===== src/hw/rtl/dbuq_pkg.sv =====
// ----------------------------------------------------------------------------
// dbuq_pkg
// Types, codes and constants shared by the double-buffered update queue.
// ----------------------------------------------------------------------------
package dbuq_pkg;

  localparam int unsigned DBUQ_PAGE_DEPTH = 32;
  // Largest page depth the slot fields are sized for.
  localparam int unsigned PAGE_DEPTH_MAX  = 64;
  localparam int unsigned SLOT_W_MAX      = 6;
  localparam int unsigned MAX_RESULTS     = 32;
  localparam int unsigned N_W             = 6;
  localparam int unsigned CFG_W           = 6;
  localparam int unsigned CFG_IDX_W       = 1;
  localparam int unsigned RAW_W           = 18;
  localparam int unsigned VALUE_W         = 17;
  localparam logic [VALUE_W-1:0] Q_ONE    = 17'h10000;
  localparam logic [CFG_W-1:0] CAP_RESET  = 6'd32;

  typedef enum logic [1:0] {
    CMD_PUSH  = 2'd0,
    CMD_SWAP  = 2'd1,
    CMD_DRAIN = 2'd2,
    CMD_RSVD  = 2'd3
  } cmd_e;

  typedef enum logic [CFG_IDX_W-1:0] {
    CFG_PAGE_CAPACITY = 1'b0,
    CFG_APPLY_ENABLED = 1'b1
  } cfg_idx_e;

  typedef struct packed {
    logic [7:0]         target;
    logic [7:0]         index;
    logic [VALUE_W-1:0] value;
  } entry_t;

  // One emission job: n entries of a page, n == 0 means a single empty result.
  typedef struct packed {
    logic           page;
    logic [N_W-1:0] n;
    logic           ovf;
  } job_t;

  typedef struct packed {
    logic                  en;
    logic                  page;
    logic [SLOT_W_MAX-1:0] slot;
    entry_t                data;
  } mem_wr_t;

  typedef struct packed {
    logic full;
    logic empty;
    logic back_busy;
  } queue_status_t;

endpackage


===== src/hw/rtl/dbuq_front.sv =====
// ----------------------------------------------------------------------------
// dbuq_front
// Accepts commands, keeps page bookkeeping and issues writes and emit jobs.
// ----------------------------------------------------------------------------
module dbuq_front import dbuq_pkg::*; #(
  parameter int unsigned PAGE_DEPTH = DBUQ_PAGE_DEPTH
) (
  input  logic                  clk_i,
  input  logic                  rst_ni,
  input  logic                  cfg_we_i,
  input  logic [CFG_IDX_W-1:0]  cfg_index_i,
  input  logic [CFG_W-1:0]      cfg_wdata_i,
  input  logic                  in_valid_i,
  output logic                  in_ready_o,
  input  logic [1:0]            command_i,
  input  logic [7:0]            target_id_i,
  input  logic [7:0]            param_index_i,
  input  logic signed [RAW_W-1:0] raw_value_i,
  input  logic [N_W-1:0]        drain_limit_i,
  input  queue_status_t         status_i,
  output logic                  job_valid_o,
  output job_t                  job_o,
  output mem_wr_t               mem_wr_o
);

  localparam int unsigned CW = $clog2(PAGE_DEPTH + 1);

  logic          wsel_q, wsel_d;
  logic [CW-1:0] cnt_q [2];
  logic [CW-1:0] cnt_d [2];
  logic [1:0]    ovf_q, ovf_d;
  logic [CFG_W-1:0] cap_cfg_q;
  logic          apply_q;

  cmd_e          cmd;
  logic          w, r, accept;
  logic [CW-1:0] cap, pos;
  logic [6:0]    n7;

  function automatic logic [VALUE_W-1:0] clamp(input logic signed [RAW_W-1:0] v);
    logic [VALUE_W-1:0] res;
    if (v[RAW_W-1]) begin
      res = '0;
    end else if (v[RAW_W-2:0] > Q_ONE) begin
      res = Q_ONE;
    end else begin
      res = v[VALUE_W-1:0];
    end
    return res;
  endfunction

  assign cmd = cmd_e'(command_i);
  assign w   = wsel_q;
  assign r   = ~wsel_q;

  // Pushes wait for all pending emissions, since a swap may have turned the
  // page being read into the new write page.
  always_comb begin
    unique case (cmd)
      CMD_PUSH:            in_ready_o = status_i.empty && !status_i.back_busy;
      CMD_SWAP, CMD_DRAIN: in_ready_o = !status_i.full;
      default:             in_ready_o = 1'b1;
    endcase
  end

  assign accept = in_valid_i && in_ready_o;

  always_comb begin
    if ({1'b0, cap_cfg_q} < 7'(PAGE_DEPTH)) begin
      cap = CW'(cap_cfg_q);
    end else begin
      cap = CW'(PAGE_DEPTH);
    end
  end

  always_comb begin
    wsel_d      = wsel_q;
    cnt_d       = cnt_q;
    ovf_d       = ovf_q;
    job_valid_o = 1'b0;
    job_o       = '0;
    mem_wr_o    = '0;
    pos         = cnt_q[w];
    n7          = '0;
    if (accept) begin
      unique case (cmd)
        CMD_PUSH: begin
          if (cap == '0) begin
            ovf_d[w] = 1'b1;
          end else begin
            if (pos >= cap) begin
              ovf_d[w] = 1'b1;
              pos      = cap - CW'(1);
            end
            mem_wr_o.en          = 1'b1;
            mem_wr_o.page        = w;
            mem_wr_o.slot        = SLOT_W_MAX'(pos);
            mem_wr_o.data.target = target_id_i;
            mem_wr_o.data.index  = param_index_i;
            mem_wr_o.data.value  = clamp(raw_value_i);
            cnt_d[w]             = pos + CW'(1);
          end
        end
        CMD_SWAP: begin
          job_valid_o = 1'b1;
          if (cnt_q[w] == '0 && !ovf_q[w]) begin
            job_o.page = r;
            job_o.n    = '0;
            job_o.ovf  = ovf_q[r];
          end else begin
            cnt_d[r] = '0;
            ovf_d[r] = 1'b0;
            wsel_d   = r;
            n7       = apply_q ? 7'(cnt_q[w]) : 7'd0;
            if (n7 > 7'(MAX_RESULTS)) n7 = 7'(MAX_RESULTS);
            job_o.page = w;
            job_o.n    = N_W'(n7);
            job_o.ovf  = ovf_q[w];
          end
        end
        CMD_DRAIN: begin
          job_valid_o = 1'b1;
          n7 = 7'(cnt_q[r]);
          if ({1'b0, drain_limit_i} < n7) n7 = {1'b0, drain_limit_i};
          if (n7 > 7'(MAX_RESULTS)) n7 = 7'(MAX_RESULTS);
          job_o.page = r;
          job_o.n    = N_W'(n7);
          job_o.ovf  = ovf_q[r];
        end
        default: ;
      endcase
    end
  end

  always_ff @(posedge clk_i or negedge rst_ni) begin
    if (!rst_ni) begin
      wsel_q    <= 1'b0;
      cnt_q[0]  <= '0;
      cnt_q[1]  <= '0;
      ovf_q     <= '0;
      cap_cfg_q <= CAP_RESET;
      apply_q   <= 1'b0;
    end else begin
      wsel_q <= wsel_d;
      cnt_q  <= cnt_d;
      ovf_q  <= ovf_d;
      if (cfg_we_i) begin
        unique case (cfg_idx_e'(cfg_index_i))
          CFG_PAGE_CAPACITY: cap_cfg_q <= cfg_wdata_i;
          CFG_APPLY_ENABLED: apply_q   <= cfg_wdata_i[0];
          default: ;
        endcase
      end
    end
  end

endmodule


===== src/hw/rtl/dbuq_job_fifo.sv =====
// ----------------------------------------------------------------------------
// dbuq_job_fifo
// Two-entry queue of emit jobs between the front and the back.
// ----------------------------------------------------------------------------
module dbuq_job_fifo import dbuq_pkg::*; (
  input  logic clk_i,
  input  logic rst_ni,
  input  logic push_i,
  input  job_t push_data_i,
  input  logic pop_i,
  output logic valid_o,
  output job_t data_o,
  output logic full_o
);

  job_t       slot_q [2];
  logic       wptr_q, rptr_q;
  logic [1:0] cnt_q;

  assign valid_o = cnt_q != 2'd0;
  assign full_o  = cnt_q == 2'd2;
  assign data_o  = slot_q[rptr_q];

  always_ff @(posedge clk_i) begin
    if (push_i) slot_q[wptr_q] <= push_data_i;
  end

  always_ff @(posedge clk_i or negedge rst_ni) begin
    if (!rst_ni) begin
      wptr_q <= 1'b0;
      rptr_q <= 1'b0;
      cnt_q  <= 2'd0;
    end else begin
      if (push_i) wptr_q <= ~wptr_q;
      if (pop_i)  rptr_q <= ~rptr_q;
      cnt_q <= cnt_q + 2'(push_i) - 2'(pop_i);
    end
  end

endmodule


===== src/hw/rtl/dbuq_back.sv =====
// ----------------------------------------------------------------------------
// dbuq_back
// Page memory and emit sequencer: reads one entry per cycle into the output while the output is not stalled.
// ----------------------------------------------------------------------------
module dbuq_back import dbuq_pkg::*; #(
  parameter int unsigned PAGE_DEPTH = DBUQ_PAGE_DEPTH
) (
  input  logic               clk_i,
  input  logic               rst_ni,
  input  mem_wr_t            mem_wr_i,
  input  logic               job_valid_i,
  input  job_t               job_i,
  output logic               job_take_o,
  output logic               busy_o,
  output logic               out_valid_o,
  input  logic               out_ready_i,
  output logic               entry_valid_o,
  output logic [7:0]         out_target_o,
  output logic [7:0]         out_index_o,
  output logic [VALUE_W-1:0] out_value_o,
  output logic               read_overflow_o,
  output logic               last_o
);

  localparam int unsigned IW = (PAGE_DEPTH > 1) ? $clog2(PAGE_DEPTH) : 1;

  entry_t mem_q [2][PAGE_DEPTH];

  logic           act_q, act_d;
  job_t           job_q, job_d;
  logic [N_W-1:0] k_q, k_d;

  logic   rd_v_q, rd_v_d, rd_ent_q, rd_ent_d, rd_last_q, rd_last_d, rd_ovf_q, rd_ovf_d;
  entry_t rd_data_q;

  logic   out_free, issue, issue_last;

  assign out_free   = !out_valid_o || out_ready_i;
  assign issue      = act_q && (!rd_v_q || out_free);
  assign issue_last = (job_q.n == '0) || (k_q + N_W'(1) == job_q.n);
  assign job_take_o = !act_q && job_valid_i;
  assign busy_o     = act_q;

  always_comb begin
    act_d     = act_q;
    job_d     = job_q;
    k_d       = k_q;
    rd_v_d    = rd_v_q;
    rd_ent_d  = rd_ent_q;
    rd_last_d = rd_last_q;
    rd_ovf_d  = rd_ovf_q;
    if (job_take_o) begin
      act_d = 1'b1;
      job_d = job_i;
      k_d   = '0;
    end
    if (issue) begin
      rd_v_d    = 1'b1;
      rd_ent_d  = job_q.n != '0;
      rd_last_d = issue_last;
      rd_ovf_d  = job_q.ovf;
      k_d       = k_q + N_W'(1);
      if (issue_last) act_d = 1'b0;
    end else if (rd_v_q && out_free) begin
      rd_v_d = 1'b0;
    end
  end

  always_ff @(posedge clk_i) begin
    if (mem_wr_i.en) mem_q[mem_wr_i.page][mem_wr_i.slot[IW-1:0]] <= mem_wr_i.data;
    if (issue && job_q.n != '0) rd_data_q <= mem_q[job_q.page][k_q[IW-1:0]];
  end

  always_ff @(posedge clk_i) begin
    if (out_free) begin
      entry_valid_o   <= rd_ent_q;
      out_target_o    <= rd_ent_q ? rd_data_q.target : 8'd0;
      out_index_o     <= rd_ent_q ? rd_data_q.index : 8'd0;
      out_value_o     <= rd_ent_q ? rd_data_q.value : '0;
      read_overflow_o <= rd_ovf_q;
      last_o          <= rd_last_q;
    end
    job_q     <= job_d;
    rd_ent_q  <= rd_ent_d;
    rd_last_q <= rd_last_d;
    rd_ovf_q  <= rd_ovf_d;
  end

  always_ff @(posedge clk_i or negedge rst_ni) begin
    if (!rst_ni) begin
      act_q       <= 1'b0;
      k_q         <= '0;
      rd_v_q      <= 1'b0;
      out_valid_o <= 1'b0;
    end else begin
      act_q  <= act_d;
      k_q    <= k_d;
      rd_v_q <= rd_v_d;
      if (out_free) out_valid_o <= rd_v_q;
    end
  end

endmodule


===== src/hw/rtl/double_buffered_update_queue.sv =====
// ----------------------------------------------------------------------------
// double_buffered_update_queue
// Ping-pong pages of parameter updates with push, swap and drain commands.
// ----------------------------------------------------------------------------
//   channel  signals                           direction
//   in       in_valid_i / in_ready_o + fields  command transactions
//   out      out_valid_o / out_ready_i + fields result transactions
//   cfg      cfg_we_i, cfg_index_i, cfg_wdata_i register writes
//
// A push can follow every cycle while nothing is pending to emit; it waits
// until queued emissions of earlier swaps and drains end.
// Swap and drain produce results at one per cycle from the page memory read
// port while the output is not stalled; a two-entry job queue lets the
// front take up to two of them ahead. Reset clears counts, flags and the
// page select; the page memory is not cleared.
module double_buffered_update_queue import dbuq_pkg::*; #(
  parameter int unsigned PAGE_DEPTH = DBUQ_PAGE_DEPTH
) (
  input  logic                    clk_i,
  input  logic                    rst_ni,
  input  logic                    cfg_we_i,
  input  logic [CFG_IDX_W-1:0]    cfg_index_i,
  input  logic [CFG_W-1:0]        cfg_wdata_i,
  input  logic                    in_valid_i,
  output logic                    in_ready_o,
  input  logic [1:0]              command_i,
  input  logic [7:0]              target_id_i,
  input  logic [7:0]              param_index_i,
  input  logic signed [RAW_W-1:0] raw_value_i,
  input  logic [N_W-1:0]          drain_limit_i,
  output logic                    out_valid_o,
  input  logic                    out_ready_i,
  output logic                    entry_valid_o,
  output logic [7:0]              out_target_o,
  output logic [7:0]              out_index_o,
  output logic [VALUE_W-1:0]      out_value_o,
  output logic                    read_overflow_o,
  output logic                    last_o
);

  queue_status_t status;
  logic          job_push, job_take, fifo_valid, fifo_full, back_busy;
  job_t          job_new, job_head;
  mem_wr_t       mem_wr;

  assign status = '{full: fifo_full, empty: !fifo_valid, back_busy: back_busy};

  dbuq_front #(.PAGE_DEPTH(PAGE_DEPTH)) u_front (
    .clk_i, .rst_ni, .cfg_we_i, .cfg_index_i, .cfg_wdata_i,
    .in_valid_i, .in_ready_o, .command_i, .target_id_i, .param_index_i,
    .raw_value_i, .drain_limit_i,
    .status_i    (status),
    .job_valid_o (job_push),
    .job_o       (job_new),
    .mem_wr_o    (mem_wr)
  );

  dbuq_job_fifo u_fifo (
    .clk_i, .rst_ni,
    .push_i      (job_push),
    .push_data_i (job_new),
    .pop_i       (job_take),
    .valid_o     (fifo_valid),
    .data_o      (job_head),
    .full_o      (fifo_full)
  );

  dbuq_back #(.PAGE_DEPTH(PAGE_DEPTH)) u_back (
    .clk_i, .rst_ni,
    .mem_wr_i    (mem_wr),
    .job_valid_i (fifo_valid),
    .job_i       (job_head),
    .job_take_o  (job_take),
    .busy_o      (back_busy),
    .out_valid_o, .out_ready_i, .entry_valid_o, .out_target_o, .out_index_o,
    .out_value_o, .read_overflow_o, .last_o
  );

endmodule


===== config.mk =====
export PLATFORM = sky130hd
export DESIGN_NAME = double_buffered_update_queue
export DESIGN_NICKNAME = d
export VERILOG_FILES = /design/src/hw/rtl/dbuq_pkg.sv /design/src/hw/rtl/dbuq_front.sv /design/src/hw/rtl/dbuq_job_fifo.sv /design/src/hw/rtl/dbuq_back.sv /design/src/hw/rtl/double_buffered_update_queue.sv
export SDC_FILE = /design/constraint.sdc
export NUM_CORES = 2
export LEC_CHECK = 0
export BUFFER_PORTS_ARGS = -buffer_cell sky130_fd_sc_hd__clkbuf_2
export CORE_UTILIZATION = 47
export CTS_BUF_LIST = sky130_fd_sc_hd__clkbuf_8 sky130_fd_sc_hd__clkbuf_16
export CTS_CLUSTER_DIAMETER = 80
export CTS_CLUSTER_SIZE = 10
export DETAILED_ROUTE_END_ITERATION = 12
export GPL_ROUTABILITY_DRIVEN = 0
export HOLD_SLACK_MARGIN = 0.08
export SLEW_MARGIN = 20
export SYNTH_ARGS = -nofsm -noshare
export SYNTH_HDL_FRONTEND = slang
export SYNTH_SLANG_ARGS = --single-unit

===== constraint.sdc =====
create_clock -name clk_i -period 6.8 [get_ports clk_i]
set_input_delay 0.68 -clock clk_i [delete_from_list [all_inputs] [get_ports clk_i]]
set_output_delay 0.68 -clock clk_i [all_outputs]
set_load 0.005 [all_outputs]

# After elaboration in Yosys (flattened, before gate mapping)
# Memory sizes are Yosys's and may differ from the RTL's. A register that Yosys moved wholly into a read port is not among the register bits.
# Cells that the tools add are included.
# classes
add_sub_neg,5
order_cmp,17
n_eq_ne,7
muxes,64
n_bitwise,14
reduce_logical,36
# ops
op,n
$mux W1056,1
$bmux W33 S5,1
$demux W33 S5,1
$mux W41,3
$mux W6,19
$mux W33,3
$mux W17,2
$mux W12,2
$pmux W12 S2,1
$logic_not A6 Y1,3
$gt A17 B17 Y1 const B,1
$mux W1,16
$mux W8,2
$pmux W8 S2,1
$gt A7 B6 Y1 const B,2
$mux W7,2
$add A6 B1 Y6 const B,2
$and A12 B12 Y12,1
$bwmux W12,1
$demux W6 S1,2
$ge A6 B6 Y1 const B,2
$logic_and A1 B1 Y1,12
$not A12 Y12,1
$not A5 Y6,2
34 further kinds,60
# word_totals
register_bits,107
ram_bits,2128
in_bits,54
output_inout_bits,38
word_cells,170
memories,2
# memory_table
memory,depth,width,read_ports,rd_ports_with_merged_regs,wr,line,text
u_back.mem_q,2,1056,1,0,1,dbuq_back.sv:27,entry_t mem_q [2][PAGE_DEPTH];
u_fifo.slot_q,2,8,1,1,1,dbuq_job_fifo.sv:16,job_t slot_q [2];

# Logic depth before layout (Yosys ltp)
# depth
ltp_word,18
depth_mapped,16
depth_no_buf,13

# By module
# From an unflattened synthesis, not the netlist that was laid out.
# hier_totals
cells_unflattened,4005
area_unflattened_um2,86784.5
# by_module_without_submodules
module,instances,cells_each,area_each_um2,seq_area_each_um2
dbuq_back,1,3663,83491.3,66068.4
dbuq_front,1,301,2478.6,551.8
dbuq_job_fifo,1,40,810.8,580.6
double_buffered_update_queue,1,1,3.8,0.0

# Worst setup path after synthesis
# No wires, ideal clock.
# synth_path
kind,register to register
startpoint,reg u_front.cap_cfg_q[5]
endpoint,mem u_back.mem_q[1][0] (netlist bit) (enable)
arrival_ns,5.176
setup_slack_ns,1.151
path_stages_with_launch,13
n_path_buf,2
synth_period_minus_slack_ns,5.649
path_cell_list,dfstp_2 -> clkbuf_1 -> inv_1 -> nand2_1 -> inv_1 -> ha_1 -> nand2b_1 -> a2111oi_2 -> o31ai_1 -> buf_4 -> mux2_2 -> nand4_1 -> a211oi_1
# synth_via
elab_chain_len,16
# synth_lines
item,line,text
start: declaration,dbuq_front.sv:32,logic [CFG_W-1:0] cap_cfg_q;
start signal: assignment,dbuq_front.sv:149,CFG_PAGE_CAPACITY: cap_cfg_q <= cfg_wdata_i;
$lt A6 B6 Y1,dbuq_front.sv:69,"if ({1'b0, cap_cfg_q} < 7'(PAGE_DEPTH)) begin"
$mux W6 (*),dbuq_front.sv:69,
$sub A6 B1 Y6 / $ge A6 B6 Y1 (equally long branches),"dbuq_front.sv:93, dbuq_front.sv:91",
$mux W6,dbuq_front.sv:91,if (pos >= cap) begin
$mux W6,dbuq_front.sv:88,if (cap == '0) begin
$mux W6,dbuq_front.sv:86,unique case (cmd)
$mux W6,dbuq_front.sv:85,if (accept) begin
$mux W41 (*),dbuq_front.sv:88,
$mux W41 (*),dbuq_front.sv:86,
$mux W41 (*),dbuq_front.sv:85,
$not A5 Y6 (not written as such),dbuq_back.sv:70,if (mem_wr_i.en) mem_q[mem_wr_i.page][mem_wr_i.slot[IW-1:0]] <= mem_wr_i.data;
$ge A6 B6 Y1 (not written as such) / $lt A6 B1 Y1 (equally long branches),dbuq_back.sv:70,
$logic_and A1 B1 Y1 (not written as such),dbuq_back.sv:70,
$mux W33 (not written as such),dbuq_back.sv:70,
$demux W33 S5,dbuq_back.sv:70,
$mux W1056 (not written as such),dbuq_back.sv:70,
end: declaration,dbuq_back.sv:27,
# Mark *: on every way between the ends. The rest lies on a longest branch, timed or not. The select of a mux whose other input is x is not followed.

# Worst setup path in the final report
# layout_path
startpoint,reg u_front.wsel_q (netlist: u_front.w)
endpoint,mem u_back.mem_q[1][880] (netlist bit) (enable)
# layout_via
elab_chain_len,18
# layout_lines
item,line,text
start: declaration,dbuq_front.sv:28,"logic wsel_q, wsel_d;"
start signal: assignment,dbuq_front.sv:144,wsel_q <= wsel_d;
$not A1 Y2 (not written as such),dbuq_front.sv:83,pos = cnt_q[w];
$mux W6 (not written as such) (3 in a row),dbuq_front.sv:83,
$ge A6 B6 Y1,dbuq_front.sv:91,
$mux W6,dbuq_front.sv:91,
$mux W6,dbuq_front.sv:88,
$mux W6,dbuq_front.sv:86,
$mux W6,dbuq_front.sv:85,
$mux W41 (*),dbuq_front.sv:88,
$mux W41 (*),dbuq_front.sv:86,
$mux W41 (*),dbuq_front.sv:85,
$not A5 Y6 (not written as such),dbuq_back.sv:70,
$ge A6 B6 Y1 (not written as such) / $lt A6 B1 Y1 (equally long branches),dbuq_back.sv:70,
$logic_and A1 B1 Y1 (not written as such),dbuq_back.sv:70,
$mux W33 (not written as such),dbuq_back.sv:70,
$demux W33 S5,dbuq_back.sv:70,
$mux W1056 (not written as such),dbuq_back.sv:70,
# Marks and branches as above.

==> run_summary.xml <==
<?xml version="1.0" encoding="UTF-8"?>
<metrics>
  <group name="clocking">
    <metric name="cts_repair_resized_insts" unit="">0</metric>
    <metric name="clockRootBuffer" unit="">clkbuf_16</metric>
    <metric name="cts-root-to-sink-buffers" unit="">4</metric>
    <metric name="number_of_post_cts_setup_repair_buffers" unit="">0</metric>
    <metric name="htreeDepth" unit="">5</metric>
    <metric name="cts.clk_slew.worst_paths" unit="ps">60</metric>
    <metric name="clkSinkCount" unit="">2243</metric>
    <metric name="tritoncts" unit="">yes</metric>
    <metric name="insertion_delay" unit="ps">920</metric>
    <metric name="cts-buffers-inserted" unit="">274</metric>
  </group>
  <group name="grt">
    <metric name="grt_first_pass_wirelength" unit="mm">325</metric>
    <metric name="grt.total_usage" unit="%">25.2</metric>
    <metric name="antenna_found_initial" unit="">14</metric>
    <metric name="pin_count_of_the_biggest_net_entering_global_routing" unit="">96</metric>
    <metric name="grt_pass1_vias" unit="">41400</metric>
    <metric name="grt_remaining_overflow" unit="">0</metric>
  </group>
  <group name="worst_setup_path">
    <metric name="critical_path.cell_chain" unit="">buf_4 &gt; mux2i_1 &gt; inv_1 &gt; ha_1 &gt; o21ai_1 &gt; o31ai_4 &gt; mux2i_1 &gt; nand2_2 &gt; nor2_4 &gt; buf_4</metric>
    <metric name="worst_r2r_startpoint" unit="">u_front.w</metric>
    <metric name="critical_path.max_fanout" unit="">40</metric>
    <metric name="critical-path-max-stage-delay" unit="ps">880</metric>
    <metric name="timing.critical_path.from" unit="">u_front.w</metric>
    <metric name="critPathLaunchType" unit="">flop</metric>
    <metric name="r2r_cells" unit="">10</metric>
    <metric name="critical_path_arrival" unit="ps">5730</metric>
    <metric name="regToRegEndpoint" unit="">u_back.mem_q[1][880]</metric>
    <metric name="timing.critical_path.required" unit="ps">7380</metric>
    <metric name="cpMaxStageDelayCell" unit="">nor2_4</metric>
    <metric name="critPathKind" unit="">flop to flop</metric>
    <metric name="regToRegSetupSlack" unit="ps">1650</metric>
    <metric name="critPathCaptureType" unit="">flop</metric>
  </group>
  <group name="yosys">
    <metric name="dominantRegCellSynth" unit="">edfxtp_1</metric>
    <metric name="library_cell_with_the_highest_instance_count_after_synthesis" unit="">edfxtp_1</metric>
    <metric name="yosysTopAreaCellShare" unit="%">76.2</metric>
    <metric name="netlist-cell-type-count" unit="">65</metric>
    <metric name="synth.avg_cell_area" unit="um^2">22.8</metric>
    <metric name="nets_in_the_synthesized_netlist" unit="">3896</metric>
    <metric name="ys_top_cells_by_area" unit="">edfxtp_1 (76%), mux4_2 (16%), dfrtp_1 (0.98%), mux2i_1 (0.61%), and2_1 (0.52%)</metric>
    <metric name="sequential_to_total_area_share_from_yosys_stat" unit="%">77.2</metric>
    <metric name="synth_async_sr_flop_share" unit="%">1.56</metric>
    <metric name="synthesis.yosys.warnings" unit="">0</metric>
    <metric name="synth.cell_area" unit="um^2">87000</metric>
    <metric name="netlist_instances" unit="">3822</metric>
    <metric name="synth_seq_cells" unit="">2243</metric>
    <metric name="synth.largest_area_cell" unit="">edfxtp_1</metric>
    <metric name="synth_edf_count" unit="">2208</metric>
    <metric name="synthTopCellsByCount" unit="">edfxtp_1 (2208), mux4_2 (622), nor2_1 (117)</metric>
  </group>
  <group name="timing">
    <metric name="worst_pin_slew" unit="ps">1140</metric>
    <metric name="achievable-frequency" unit="MHz">194</metric>
    <metric name="setup_slack" unit="ps">1650</metric>
    <metric name="finalCritPeriodShare" unit="%">75.7</metric>
    <metric name="finalClockSkew" unit="ps">53.7</metric>
    <metric name="timing.final.crit_period" unit="ps">5150</metric>
    <metric name="setup-tns-final" unit="ps">0</metric>
    <metric name="timing.final.hold_violations" unit="">0</metric>
    <metric name="report.final.setup_viol" unit="">0</metric>
    <metric name="relSlewSlack" unit="%">23.9</metric>
    <metric name="slew_violations" unit="">0</metric>
    <metric name="setup_repair_after_global_routing_missed_its_margin" unit="">no</metric>
  </group>
  <group name="routing">
    <metric name="postRouteAntennaNets" unit="">0</metric>
    <metric name="routed-wl-met2" unit="mm">116</metric>
    <metric name="routedLengthMet1" unit="mm">92.7</metric>
    <metric name="routed_wl" unit="mm">232</metric>
    <metric name="vias_per_cell" unit="">6.25</metric>
    <metric name="vias" unit="">41300</metric>
    <metric name="drt-wirelength-per-cell" unit="um">35.1</metric>
    <metric name="first_iter_violations" unit="">5078</metric>
    <metric name="top_layer_used" unit="">met4</metric>
    <metric name="post-route-drc-count" unit="">0</metric>
    <metric name="first_pass_iters" unit="">7</metric>
    <metric name="routed-wl-met3" unit="mm">17.0</metric>
  </group>
  <group name="min_path">
    <metric name="holdCritStartpoint" unit="">cfg_wdata_i[3]</metric>
    <metric name="timing.hold.worst_endpoint" unit="">u_front.cap_cfg_q[3]</metric>
    <metric name="timing.hold.worst_path_depth" unit="">2</metric>
    <metric name="min_path_type" unit="">input pin to flop</metric>
  </group>
  <group name="floorplan">
    <metric name="floorplan.die_area" unit="um^2">187000</metric>
    <metric name="floorplan.core_area" unit="um^2">183000</metric>
    <metric name="core.rowCount" unit="">157</metric>
    <metric name="die-height" unit="um">432</metric>
    <metric name="starting_density_of_the_core" unit="%">47.4</metric>
    <metric name="design.portCount" unit="">92</metric>
    <metric name="die_width" unit="um">432</metric>
  </group>
  <group name="pwr">
    <metric name="power.leakage" unit="uW">0.0313</metric>
    <metric name="pwr_density_cell" unit="nW/um^2">358</metric>
    <metric name="worst_ir_drop_vdd" unit="mV">0.280</metric>
  </group>
  <group name="final_layout">
    <metric name="post_route_cells_drive_above_1_share" unit="%">31.0</metric>
    <metric name="filler_cell_count" unit="">13900</metric>
    <metric name="nNetsFinal" unit="">4193</metric>
    <metric name="layout-area-overhead-vs-synth" unit="%">13.5</metric>
    <metric name="utilization" unit="%">53.8</metric>
  </group>
  <group name="place">
    <metric name="placement.io_buffers" unit="">91</metric>
    <metric name="placement.setup.worst_slack" unit="ps">1730</metric>
    <metric name="place.detailed.hpwl" unit="mm">142</metric>
  </group>
  <group name="outcome">
    <metric name="status" unit="">complete, no violations</metric>
  </group>
  <group name="job">
    <metric name="maxCapViolations" unit="">0</metric>
  </group>
</metrics>
-- power by group --
group / internal, uW / switching [uW] / total, uW
Clock: 7160 / 5110 / 12300
Combinational: 2770 / 4430 / 7200
Sequential: 15500 / 385 / 15900
Total: 25400 / 9920 / 35300
-- layout make-up --
cell class	count	area, um^2	area share [%]
diodes	4	10.0	0.0101
repair buffers	227	1820	1.84
clock inverters	30	136	0.138
inverters	15	56.3	0.0570
multi-input cells	1358	19500	19.8
well taps	2464	3080	3.12
clock buffers	277	6930	7.02
flip-flops and latches	2243	67200	68.0
-- state kept, by name, summed over array words and instances, names as in the netlist, 2 cells and up --
register and flops:
u_front.ovf_q 2, u_back.out_index_o 8, u_back.out_target_o 8, u_back.mem_q 2112
u_back.out_value_o 17, u_front.cap_cfg_q 6, u_front.cnt_q 12, u_back.rd_data_q 33
u_fifo.cnt_q 2, u_back.k_q 6, u_back.job_q 8, u_fifo.slot_q 16
-- worst max-delay path by stage --
stage / endpoint / slack (ps) / cells after the start
global route: u_back.mem_q[1][880] / 1410 / 10
floorplan: u_back.mem_q[1][0] / 1150 / 12
detailed placement: u_back.mem_q[0][552] / 1730 / 10
finish: u_back.mem_q[1][880] / 1650 / 10
global placement: u_back.mem_q[0][682] / 1740 / 10
CTS: u_back.mem_q[0][550] / 1720 / 10
-- cell usage in the layout, fill, tap and decap left out, drive strengths merged, types with 13 or more instances in the layout --
master,netlist,routed
a211oi,30,30
a21oi,54,54
a22oi,48,48
and2,73,73
buf,119,131
clkbuf,87,368
dfrtp,34,34
edfxtp,2208,2208
ha,20,20
inv,14,43
mux2,39,39
mux2i,53,53
mux4,622,622
nand2,71,71
nand2b,13,13
nor2,117,117
nor2b,26,26
nor3,19,19
o21ai,30,30
o31ai,15,15
xnor2,15,15
-- metal layers --
layer	up-vias	GRT usage, %
li1	16700	-
met3	345	4.20
met4	0	7.67
met5	-	0
met2	1833	40.9
met1	22500	35.2
-- kinds of logic (layout without fill, tap and decap cells) --
family | Yosys count | count (layout) | share of synthesized area, %
simple gates | 367 | 367 | 2.09
fa+ha+maj | 20 | 20 | 0.288
compound gates | 239 | 239 | 1.91
buf+inv | 221 | 549 | 1.14
flops | 2243 | 2243 | 77.2
other cells | 0 | 4 | 0
xor+xnor | 18 | 18 | 0.181
mux | 714 | 714 | 17.2
-- metrics by stage --
stage	cell area, um^2	total power (uW)	cells	hold WS, ps
2_1_floorplan	87000	20200	3822	384
3_3_place_gp	91400	23400	6293	425
3_5_place_dp	91500	23400	6296	421
4_1_cts	98600	35600	6608	102
5_1_grt	98700	36300	6614	145
6_report	98700	35300	6618	176
-- repair_timing --
action,in CTS,in global routing
hold buffers,5,0
endpoints found under the hold margin,37,0
setup endpoints to repair,0,0
-- critical path, delay by kind of cell (launching register included) --
kind,cells,cell delay (ps)
AND/OR/NAND/NOR,2,1370
flip-flops,1,360
buffers and inverters,3,840
adder cells (fa/ha/maj),1,340
AO/OA/AOI/OAI,2,930
multiplexers,2,960
Note: power is estimated with default switching activity, not from simulation.
